==> src/hdl/hrlp_pkg.sv <==
// Package for the HTTP request line parser: types, character constants and
// the string lookup functions. No dependencies.
`default_nettype none

package hrlp_pkg;

  localparam logic [7:0] CH_G     = 8'h47;
  localparam logic [7:0] CH_E     = 8'h45;
  localparam logic [7:0] CH_T     = 8'h54;
  localparam logic [7:0] CH_P     = 8'h50;
  localparam logic [7:0] CH_O     = 8'h4F;
  localparam logic [7:0] CH_S     = 8'h53;
  localparam logic [7:0] CH_H     = 8'h48;
  localparam logic [7:0] CH_SLASH = 8'h2F;
  localparam logic [7:0] CH_SPACE = 8'h20;
  localparam logic [7:0] CH_DOT   = 8'h2E;
  localparam logic [7:0] CH_ONE   = 8'h31;
  localparam logic [7:0] CH_ZERO  = 8'h30;

  // Index of the last character of each method string.
  localparam logic [2:0] GET_LAST  = 3'd3;
  localparam logic [2:0] POST_LAST = 3'd4;
  // Number of characters of "HTTP/1." before the minor version digit.
  localparam logic [2:0] VER_PREFIX_LEN = 3'd7;

  typedef enum logic [2:0] {
    PH_IDLE       = 3'd0,
    PH_METHOD     = 3'd1,
    PH_PATH_FIRST = 3'd2,
    PH_PATH       = 3'd3,
    PH_VERSION    = 3'd4,
    PH_DONE       = 3'd5
  } phase_t;

  typedef enum logic [1:0] {
    ST_OK          = 2'd0,
    ST_BAD_METHOD  = 2'd1,
    ST_BAD_PATH    = 2'd2,
    ST_BAD_VERSION = 2'd3
  } status_t;

  typedef struct packed {
    logic [7:0] data_byte;
    logic       start_line;
  } item_t;

  typedef struct packed {
    logic       path_valid;
    logic [7:0] path_byte;
    logic       done_res;
    logic [1:0] status;
    logic       method;
    logic       version;
  } result_t;

  // Expected method character at a given position.
  function automatic logic [7:0] method_char(input logic is_post, input logic [2:0] pos);
    logic [7:0] c;
    c = 8'h00;
    if (is_post) begin
      unique case (pos)
        3'd0: c = CH_P;
        3'd1: c = CH_O;
        3'd2: c = CH_S;
        3'd3: c = CH_T;
        3'd4: c = CH_SPACE;
        default: c = 8'h00;
      endcase
    end else begin
      unique case (pos[1:0])
        2'd0: c = CH_G;
        2'd1: c = CH_E;
        2'd2: c = CH_T;
        2'd3: c = CH_SPACE;
        default: c = 8'h00;
      endcase
    end
    return c;
  endfunction

  // Expected character of the "HTTP/1." prefix at a given position.
  function automatic logic [7:0] ver_char(input logic [2:0] pos);
    logic [7:0] c;
    c = 8'h00;
    unique case (pos)
      3'd0: c = CH_H;
      3'd1: c = CH_T;
      3'd2: c = CH_T;
      3'd3: c = CH_P;
      3'd4: c = CH_SLASH;
      3'd5: c = CH_ONE;
      3'd6: c = CH_DOT;
      default: c = 8'h00;
    endcase
    return c;
  endfunction

endpackage

`default_nettype wire

==> src/hdl/hrlp_stream_if.sv <==
// Valid/ready channel interfaces for the HTTP request line parser.
// No dependencies.
`default_nettype none

interface hrlp_in_if;
  logic       valid;
  logic       ready;
  logic [7:0] data_byte;
  logic       start_line;

  modport source (output valid, output data_byte, output start_line, input ready);
  modport sink   (input valid, input data_byte, input start_line, output ready);
endinterface

interface hrlp_out_if;
  logic       valid;
  logic       ready;
  logic       path_valid;
  logic [7:0] path_byte;
  logic       done_res;
  logic [1:0] status;
  logic       method;
  logic       version;

  modport source (output valid, output path_valid, output path_byte, output done_res,
                  output status, output method, output version, input ready);
  modport sink   (input valid, input path_valid, input path_byte, input done_res,
                  input status, input method, input version, output ready);
endinterface

`default_nettype wire

==> src/hdl/http_request_line_parser_top.sv <==
// Top level of the HTTP request line parser: input register, parser core,
// result register. Depends on hrlp_pkg, hrlp_stream_if and the hrlp_* stages.
//
//   Channel   Direction  Handshake        Payload
//   in_if     sink       valid / ready    data_byte, start_line
//   out_if    source     valid / ready    path_valid, path_byte, done_res,
//                                         status, method, version
//   cfg       write      cfg_we           cfg_wdata (check_path)
//
// A byte passes via the input register into the result register, which offers
// its result; new bytes can follow every cycle while out_if.ready is high.
// Reset (rst_n low, synchronous) empties both registers, sets check_path to 1
// and leaves the parser idle until a byte flagged with start_line arrives.
// With out_if.ready low the result register holds, the input register fills
// behind it and in_if.ready falls; no result is lost or repeated.
`default_nettype none

module http_request_line_parser_top
  import hrlp_pkg::*;
(
  input  wire logic clk,
  input  wire logic rst_n,
  hrlp_in_if.sink   in_if,
  hrlp_out_if.source out_if,
  input  wire logic cfg_we,
  input  wire logic cfg_wdata
);

  item_t   in_item;
  item_t   stage_item;
  logic    stage_valid;
  logic    out_ready_int;
  logic    advance;
  result_t core_result;
  result_t out_result;

  // Pack the incoming transfer into the item type.
  assign in_item.data_byte  = in_if.data_byte;
  assign in_item.start_line = in_if.start_line;

  hrlp_in_stage u_in_stage (
    .clk        (clk),
    .rst_n      (rst_n),
    .up_valid   (in_if.valid),
    .up_ready   (in_if.ready),
    .up_item    (in_item),
    .down_valid (stage_valid),
    .down_ready (out_ready_int),
    .down_item  (stage_item)
  );

  // The parser state moves only when the held byte really passes into the
  // result register, so a stall never advances the state twice.
  assign advance = stage_valid && out_ready_int;

  hrlp_core u_core (
    .clk       (clk),
    .rst_n     (rst_n),
    .cfg_we    (cfg_we),
    .cfg_wdata (cfg_wdata),
    .advance   (advance),
    .item      (stage_item),
    .result    (core_result)
  );

  hrlp_out_stage u_out_stage (
    .clk         (clk),
    .rst_n       (rst_n),
    .up_valid    (stage_valid),
    .up_ready    (out_ready_int),
    .up_result   (core_result),
    .down_valid  (out_if.valid),
    .down_ready  (out_if.ready),
    .down_result (out_result)
  );

  // Unpack the registered result onto the outgoing channel.
  assign out_if.path_valid = out_result.path_valid;
  assign out_if.path_byte  = out_result.path_byte;
  assign out_if.done_res   = out_result.done_res;
  assign out_if.status     = out_result.status;
  assign out_if.method     = out_result.method;
  assign out_if.version    = out_result.version;

endmodule

`default_nettype wire

==> src/hdl/hrlp_in_stage.sv <==
// Input register stage: holds one accepted byte until the parser takes it.
// Depends on hrlp_pkg.
`default_nettype none

module hrlp_in_stage
  import hrlp_pkg::*;
(
  input  wire logic  clk,
  input  wire logic  rst_n,
  input  wire logic  up_valid,
  output logic       up_ready,
  input  wire item_t up_item,
  output logic       down_valid,
  input  wire logic  down_ready,
  output item_t      down_item
);

  logic  valid_r;
  logic  valid_nxt;
  item_t item_r;

  assign up_ready   = !valid_r || down_ready;
  assign down_valid = valid_r;
  assign down_item  = item_r;

  always_comb begin
    valid_nxt = valid_r;
    if (up_ready) begin
      valid_nxt = up_valid;
    end
  end

  always_ff @(posedge clk) begin
    if (!rst_n) begin
      valid_r <= 1'b0;
    end else begin
      valid_r <= valid_nxt;
    end
  end

  always_ff @(posedge clk) begin
    if (up_valid && up_ready) begin
      item_r <= up_item;
    end
  end

endmodule

`default_nettype wire

==> src/hdl/hrlp_core.sv <==
// Parser state machine and the check_path register; decodes one byte per
// advance into a result. Depends on hrlp_pkg.
`default_nettype none

module hrlp_core
  import hrlp_pkg::*;
(
  input  wire logic  clk,
  input  wire logic  rst_n,
  input  wire logic  cfg_we,
  input  wire logic  cfg_wdata,
  input  wire logic  advance,
  input  wire item_t item,
  output result_t    result
);

  phase_t     phase_r, phase_nxt;
  logic [2:0] pos_r, pos_nxt;
  logic       post_r, post_nxt;
  logic       check_path_r;

  // State as seen by this byte, after a start flag has restarted the line.
  phase_t     eff_phase;
  logic [2:0] eff_pos;
  logic       eff_post;
  logic [2:0] method_last;

  always_ff @(posedge clk) begin
    if (!rst_n) begin
      phase_r      <= PH_IDLE;
      pos_r        <= 3'd0;
      post_r       <= 1'b0;
      check_path_r <= 1'b1;
    end else begin
      if (advance) begin
        phase_r <= phase_nxt;
        pos_r   <= pos_nxt;
        post_r  <= post_nxt;
      end
      if (cfg_we) begin
        check_path_r <= cfg_wdata;
      end
    end
  end

  always_comb begin
    if (item.start_line) begin
      eff_phase = PH_METHOD;
      eff_pos   = 3'd0;
      eff_post  = 1'b0;
    end else begin
      eff_phase = phase_r;
      eff_pos   = pos_r;
      eff_post  = post_r;
    end
    method_last = eff_post ? POST_LAST : GET_LAST;
  end

  always_comb begin
    phase_nxt = eff_phase;
    pos_nxt   = eff_pos;
    post_nxt  = eff_post;
    result    = '0;

    unique case (eff_phase)
      PH_METHOD: begin
        if (eff_pos == 3'd0) begin
          if (item.data_byte == CH_G) begin
            post_nxt = 1'b0;
            pos_nxt  = 3'd1;
          end else if (item.data_byte == CH_P) begin
            post_nxt = 1'b1;
            pos_nxt  = 3'd1;
          end else begin
            post_nxt        = 1'b0;
            result.done_res = 1'b1;
            result.status   = ST_BAD_METHOD;
            phase_nxt       = PH_DONE;
          end
        end else if (eff_pos > method_last ||
                     item.data_byte != method_char(eff_post, eff_pos)) begin
          result.done_res = 1'b1;
          result.status   = ST_BAD_METHOD;
          phase_nxt       = PH_DONE;
        end else if (eff_pos == method_last) begin
          phase_nxt = PH_PATH_FIRST;
          pos_nxt   = 3'd0;
        end else begin
          pos_nxt = 3'(eff_pos + 3'd1);
        end
      end
      PH_PATH_FIRST: begin
        if (item.data_byte == CH_SPACE) begin
          if (check_path_r) begin
            result.done_res = 1'b1;
            result.status   = ST_BAD_PATH;
            phase_nxt       = PH_DONE;
          end else begin
            phase_nxt = PH_VERSION;
            pos_nxt   = 3'd0;
          end
        end else if (check_path_r && item.data_byte != CH_SLASH) begin
          result.done_res = 1'b1;
          result.status   = ST_BAD_PATH;
          phase_nxt       = PH_DONE;
        end else begin
          result.path_valid = 1'b1;
          result.path_byte  = item.data_byte;
          phase_nxt         = PH_PATH;
        end
      end
      PH_PATH: begin
        if (item.data_byte == CH_SPACE) begin
          phase_nxt = PH_VERSION;
          pos_nxt   = 3'd0;
        end else begin
          result.path_valid = 1'b1;
          result.path_byte  = item.data_byte;
        end
      end
      PH_VERSION: begin
        if (eff_pos < VER_PREFIX_LEN) begin
          if (item.data_byte != ver_char(eff_pos)) begin
            result.done_res = 1'b1;
            result.status   = ST_BAD_VERSION;
            phase_nxt       = PH_DONE;
          end else begin
            pos_nxt = 3'(eff_pos + 3'd1);
          end
        end else begin
          result.done_res = 1'b1;
          phase_nxt       = PH_DONE;
          if (item.data_byte == CH_ONE) begin
            result.status = ST_OK;
          end else if (item.data_byte == CH_ZERO) begin
            result.status  = ST_OK;
            result.version = 1'b1;
          end else begin
            result.status = ST_BAD_VERSION;
          end
        end
      end
      default: begin
        // Idle, done and unused codes ignore the byte.
      end
    endcase

    result.method = post_nxt;
  end

endmodule

`default_nettype wire

==> src/hdl/hrlp_out_stage.sv <==
// Result register stage: holds one result until the sink takes it.
// Depends on hrlp_pkg.
`default_nettype none

module hrlp_out_stage
  import hrlp_pkg::*;
(
  input  wire logic    clk,
  input  wire logic    rst_n,
  input  wire logic    up_valid,
  output logic         up_ready,
  input  wire result_t up_result,
  output logic         down_valid,
  input  wire logic    down_ready,
  output result_t      down_result
);

  logic    valid_r;
  logic    valid_nxt;
  result_t result_r;

  assign up_ready    = !valid_r || down_ready;
  assign down_valid  = valid_r;
  assign down_result = result_r;

  always_comb begin
    valid_nxt = valid_r;
    if (up_ready) begin
      valid_nxt = up_valid;
    end
  end

  always_ff @(posedge clk) begin
    if (!rst_n) begin
      valid_r <= 1'b0;
    end else begin
      valid_r <= valid_nxt;
    end
  end

  always_ff @(posedge clk) begin
    if (up_valid && up_ready) begin
      result_r <= up_result;
    end
  end

endmodule

`default_nettype wire

==> src/flat_wrapper.sv <==
// flat-port wrapper written by rule: the top's interface ports become plain ports
module http_request_line_parser_top_flat import hrlp_pkg::*;
  (clk, rst_n, cfg_we, cfg_wdata, in_if_valid, in_if_data_byte, in_if_start_line, in_if_ready, out_if_valid, out_if_path_valid, out_if_path_byte, out_if_done_res, out_if_status, out_if_method, out_if_version, out_if_ready);
  hrlp_in_if in_if_i ();
  hrlp_out_if out_if_i ();
  input  wire logic clk;
  input  wire logic rst_n;
  input  wire logic cfg_we;
  input  wire logic cfg_wdata;
  input wire logic [$bits(in_if_i.valid)-1:0] in_if_valid;
  input wire logic [$bits(in_if_i.data_byte)-1:0] in_if_data_byte;
  input wire logic [$bits(in_if_i.start_line)-1:0] in_if_start_line;
  output wire logic [$bits(in_if_i.ready)-1:0] in_if_ready;
  output wire logic [$bits(out_if_i.valid)-1:0] out_if_valid;
  output wire logic [$bits(out_if_i.path_valid)-1:0] out_if_path_valid;
  output wire logic [$bits(out_if_i.path_byte)-1:0] out_if_path_byte;
  output wire logic [$bits(out_if_i.done_res)-1:0] out_if_done_res;
  output wire logic [$bits(out_if_i.status)-1:0] out_if_status;
  output wire logic [$bits(out_if_i.method)-1:0] out_if_method;
  output wire logic [$bits(out_if_i.version)-1:0] out_if_version;
  input wire logic [$bits(out_if_i.ready)-1:0] out_if_ready;
  assign in_if_i.valid = in_if_valid;
  assign in_if_i.data_byte = in_if_data_byte;
  assign in_if_i.start_line = in_if_start_line;
  assign in_if_ready = in_if_i.ready;
  assign out_if_valid = out_if_i.valid;
  assign out_if_path_valid = out_if_i.path_valid;
  assign out_if_path_byte = out_if_i.path_byte;
  assign out_if_done_res = out_if_i.done_res;
  assign out_if_status = out_if_i.status;
  assign out_if_method = out_if_i.method;
  assign out_if_version = out_if_i.version;
  assign out_if_i.ready = out_if_ready;
  http_request_line_parser_top u_core (.clk(clk), .rst_n(rst_n), .in_if(in_if_i), .out_if(out_if_i), .cfg_we(cfg_we), .cfg_wdata(cfg_wdata));
endmodule
==> config.mk <==
export PLATFORM = sky130hd
export DESIGN_NAME = http_request_line_parser_top_flat
export DESIGN_NICKNAME = d
export VERILOG_FILES = /design/src/hdl/hrlp_pkg.sv /design/src/hdl/hrlp_stream_if.sv /design/src/hdl/http_request_line_parser_top.sv /design/src/hdl/hrlp_in_stage.sv /design/src/hdl/hrlp_core.sv /design/src/hdl/hrlp_out_stage.sv /design/src/flat_wrapper.sv
export SDC_FILE = /design/constraint.sdc
export NUM_CORES = 1
export LEC_CHECK = 0
export BUFFER_PORTS_ARGS = -buffer_cell sky130_fd_sc_hd__buf_2
export CAP_MARGIN = 20
export CORE_UTILIZATION = 50
export CTS_CLUSTER_DIAMETER = 120
export DETAILED_ROUTE_END_ITERATION = 8
export PLACE_DENSITY = 0.71
export SYNTH_ARGS = -nofsm -noshare
export SYNTH_HDL_FRONTEND = slang
export SYNTH_SLANG_ARGS = --single-unit
==> constraint.sdc <==
create_clock -name clk -period 4.2 [get_ports clk]
set_input_delay 0.63 -clock clk [delete_from_list [all_inputs] [get_ports clk]]
set_output_delay 0.63 -clock clk [all_outputs]
set_load 0.005 [all_outputs]
==> impl_metrics.csv <==
group,metric,value,unit
route,vias,1868,
floorplan,fp-row-count,23,
place,place_congestion,0.991,
cts,cts_buffer_depth,2,
timing,holdWs,0.515,ns
timing,timing.final.ws_setup,0.649,ns
cts,post_cts_buffers,0,
timing,hold_violations,0,
critical_path,worst_ep_required_time,4.24,ns
yosys,ys_ff_latch,33,
critical_path,path_class,"reg -> reg",
route,drt_iter0_drc,157,
yosys,muxShareOfSynthArea,1.34,%
yosys,ys.flop_type,"edfxtp_1",
route,wirelength,4.91,mm
yosys,synth_seq_area_share,39.8,%
cts,clkTransAtPathRegs,0.07,ns
yosys,synth_cell_type_count,62,
yosys,netlist_instances,238,
yosys,async_reset_ff_share,0,%
global_routing,grt_pass1_wl,8.10,mm
global_routing,grt_pass1_vias,1730,
timing,finalSetupTns,0,ns
place,place_area,2360,sq um
route,wl_per_cell,15.8,um
floorplan,die_y,68.9,um
yosys,syn-cell-area,2240,sq um
pwr,cellLeakagePower,0.946,nW
global_routing,antenna_found_initial,0,
cts,root_buffer,"clkbuf_8",
critical_path,start_kind,"register",
timing,finClkSkew,0.00355,ns
route,first_pass_iters,4,
place,portBuffers,30,
place,dp.cells,303,
timing,slew-limit-headroom,52.7,%
cells_and_area,final_cell_mix,"buf_2 (30), edfxtp_1 (23), nand2_1 (22), nor2_1 (17), o21ai_0 (12)",
critical_path,crit_path_max_fanout,19,
yosys,synth_compound_area_share,20.3,%
global_routing,grtUsageTotal,23.7,%
route,ant_nets,0,
yosys,synth_edf_count,23,
yosys,yosys.area_share.simple,23.1,%
yosys,yosys_warnings,0,
worst_hold_path,min_delay_path_depth,1,
pwr,ir_worst_vdd,0.223,mV
floorplan,initial_utilization,54.0,%
timing,slew_viol_final,0,
yosys,synthXorXnorAreaFrac,5.09,%
timing,max_freq,282,MHz
yosys,synth_fp_nets,261,
critical_path,r2r_cells,11,
cells_and_area,final_cells,311,
critical_path,cp-end-kind,"register",
yosys,synth_top_family_by_area,"simple AND/OR/NAND/NOR gates",
route,drc,0,
cts,cts_buffers,5,
floorplan,die_w,68.9,um
yosys,synth-adder-area-share,4.47,%
cells_and_area,syn2layout_area_growth,9.39,%
timing,rsz0062_at_grt,"false",
timing,fin_crit,3.55,ns
cts,cts_tree,"yes",
cts,cts-resized-gates,0,
timing,tightest_slew,0.701,ns
route,viasPerCell,6.01,
flow_run,drv_cap,0,
cts,cts_hold_buf,0,
floorplan,pin_count,31,
yosys,syn_avg_cell_area,9.41,sq um
place,place_ws,0.727,ns
place,dp_hpwl,3.65,mm
cells_and_area,layout.nets,283,
timing,setup_viol,0,
pwr,power.total,0.689,mW
floorplan,dieArea,4750,sq um
cts,htreeDepth,2,
cells_and_area,post-route-cell-area,2450,sq um
cells_and_area,postLayoutCoreUtil,59.1,%
cells_and_area,num_antenna_cells,0,
cells_and_area,mostFrequentLayoutCell,"buf_2",
global_routing,grt_max_degree,20,
run_status,outcome,"finished, final reports clean",
worst_hold_path,hold_class,"in -> reg",
cells_and_area,drive_gt1_share,19.5,%
global_routing,gr-total-overflow,0,
cts,clock_latency,0.29,ns
critical_path,cp.arrival,3.59,ns
floorplan,coreArea,4140,sq um
cts,cts_sinks,33,
pwr,powerDensity,282,nW/um^2
timing,fin_crit_sh,84.6,%
## cells in the mapped netlist (3+ instances only)
cell,number,share of area [%]
nor2_1,17,2.9
o21ai_0,12,2.7
and4_1,3,1.2
mux2i_1,3,1.3
xnor2_1,10,3.9
a31oi_1,3,0.84
inv_1,8,1.3
nand2_1,22,3.7
clkbuf_1,8,1.3
a211oi_1,3,1.0
a21oi_1,11,2.5
o31ai_1,3,1.0
nand3_1,3,0.67
and3_1,6,1.7
ha_1,8,4.5
o22ai_1,4,1.1
nor4_1,3,0.84
o211ai_1,3,1.0
xor2_1,3,1.2
nor3_1,5,1.1
o21a_1,4,1.3
or2_2,3,0.84
edfxtp_1,23,31
and2_1,7,2.0
dfxtp_1,10,8.9
nor2b_1,7,2.0
nand2b_1,3,0.84
## sequential cells by signal, indices dropped and copies added (netlist names)
signal and cells:
u_core.u_out_stage.down_result 14, u_core.u_in_stage.down_item 9, u_core.u_core.phase_r 3, u_core.u_core.pos_r 3, u_core.u_core.check_path_r 1, u_core.u_core.post_r 1
u_core.u_in_stage.down_valid 1, u_core.u_out_stage.down_valid 1
## worst paths after layout
path	from	endpoint	slack (ns)
hold / removal	in_if_data_byte[6]	u_core.u_in_stage.down_item[7]	0.52
hold reg to reg	u_core.u_core.pos_r[1]	u_core.u_core.pos_r[1]	0.52
setup / recovery	u_core.u_in_stage.down_item[0]	u_core.u_out_stage.down_result[4]	0.65
setup reg to reg	u_core.u_in_stage.down_item[0]	u_core.u_out_stage.down_result[4]	0.65
## logic make-up after synthesis
kind of cell,after synthesis
adders and majority gates,8
buffers and inverters,25
AOI/OAI and AO/OA,63
and+or+nand+nor,93
DFF,33
xor gates and xnor gates,13
muxes,3
## per-layer routing
layer	global-route usage [%]	routed length [um]	share of wire [%]
met5	0	0	0
met4	10.7	65	1.3
met3	5.26	419	8.5
met1	32.0	2160	44
met2	36.0	2260	46
## where the power goes
part | leakage (nW) | switching, mW | internal, mW
clock | 0.0388 | 0.118 | 0.115
sequential | 0.306 | 0.0193 | 0.363
combinational | 0.601 | 0.0416 | 0.0335
total | 0.946 | 0.179 | 0.511
## critical path, stage by stage (launching register included)
cell and delay, ns:
edfxtp_1 0.63, nor2b_1 0.40, inv_1 0.20, ha_1 0.36
or3_1 0.38, mux2i_1 0.25, nor3_1 0.08, a2111oi_0 0.26
and4_1 0.39, a211oi_1 0.16, nor2_1 0.11, o21ai_0 0.08
## area by class of cell
cell class | count | area (sq um)
clock inverter | 2 | 11.3
multi-input combinational | 180 | 1220
sequential | 33 | 891
clock buffer | 6 | 72.6
timing repair buffer | 30 | 150
inverter | 10 | 45.0
tap | 50 | 62.6
fill | 364 | 1700
Power figures use the tool's default switching activity.
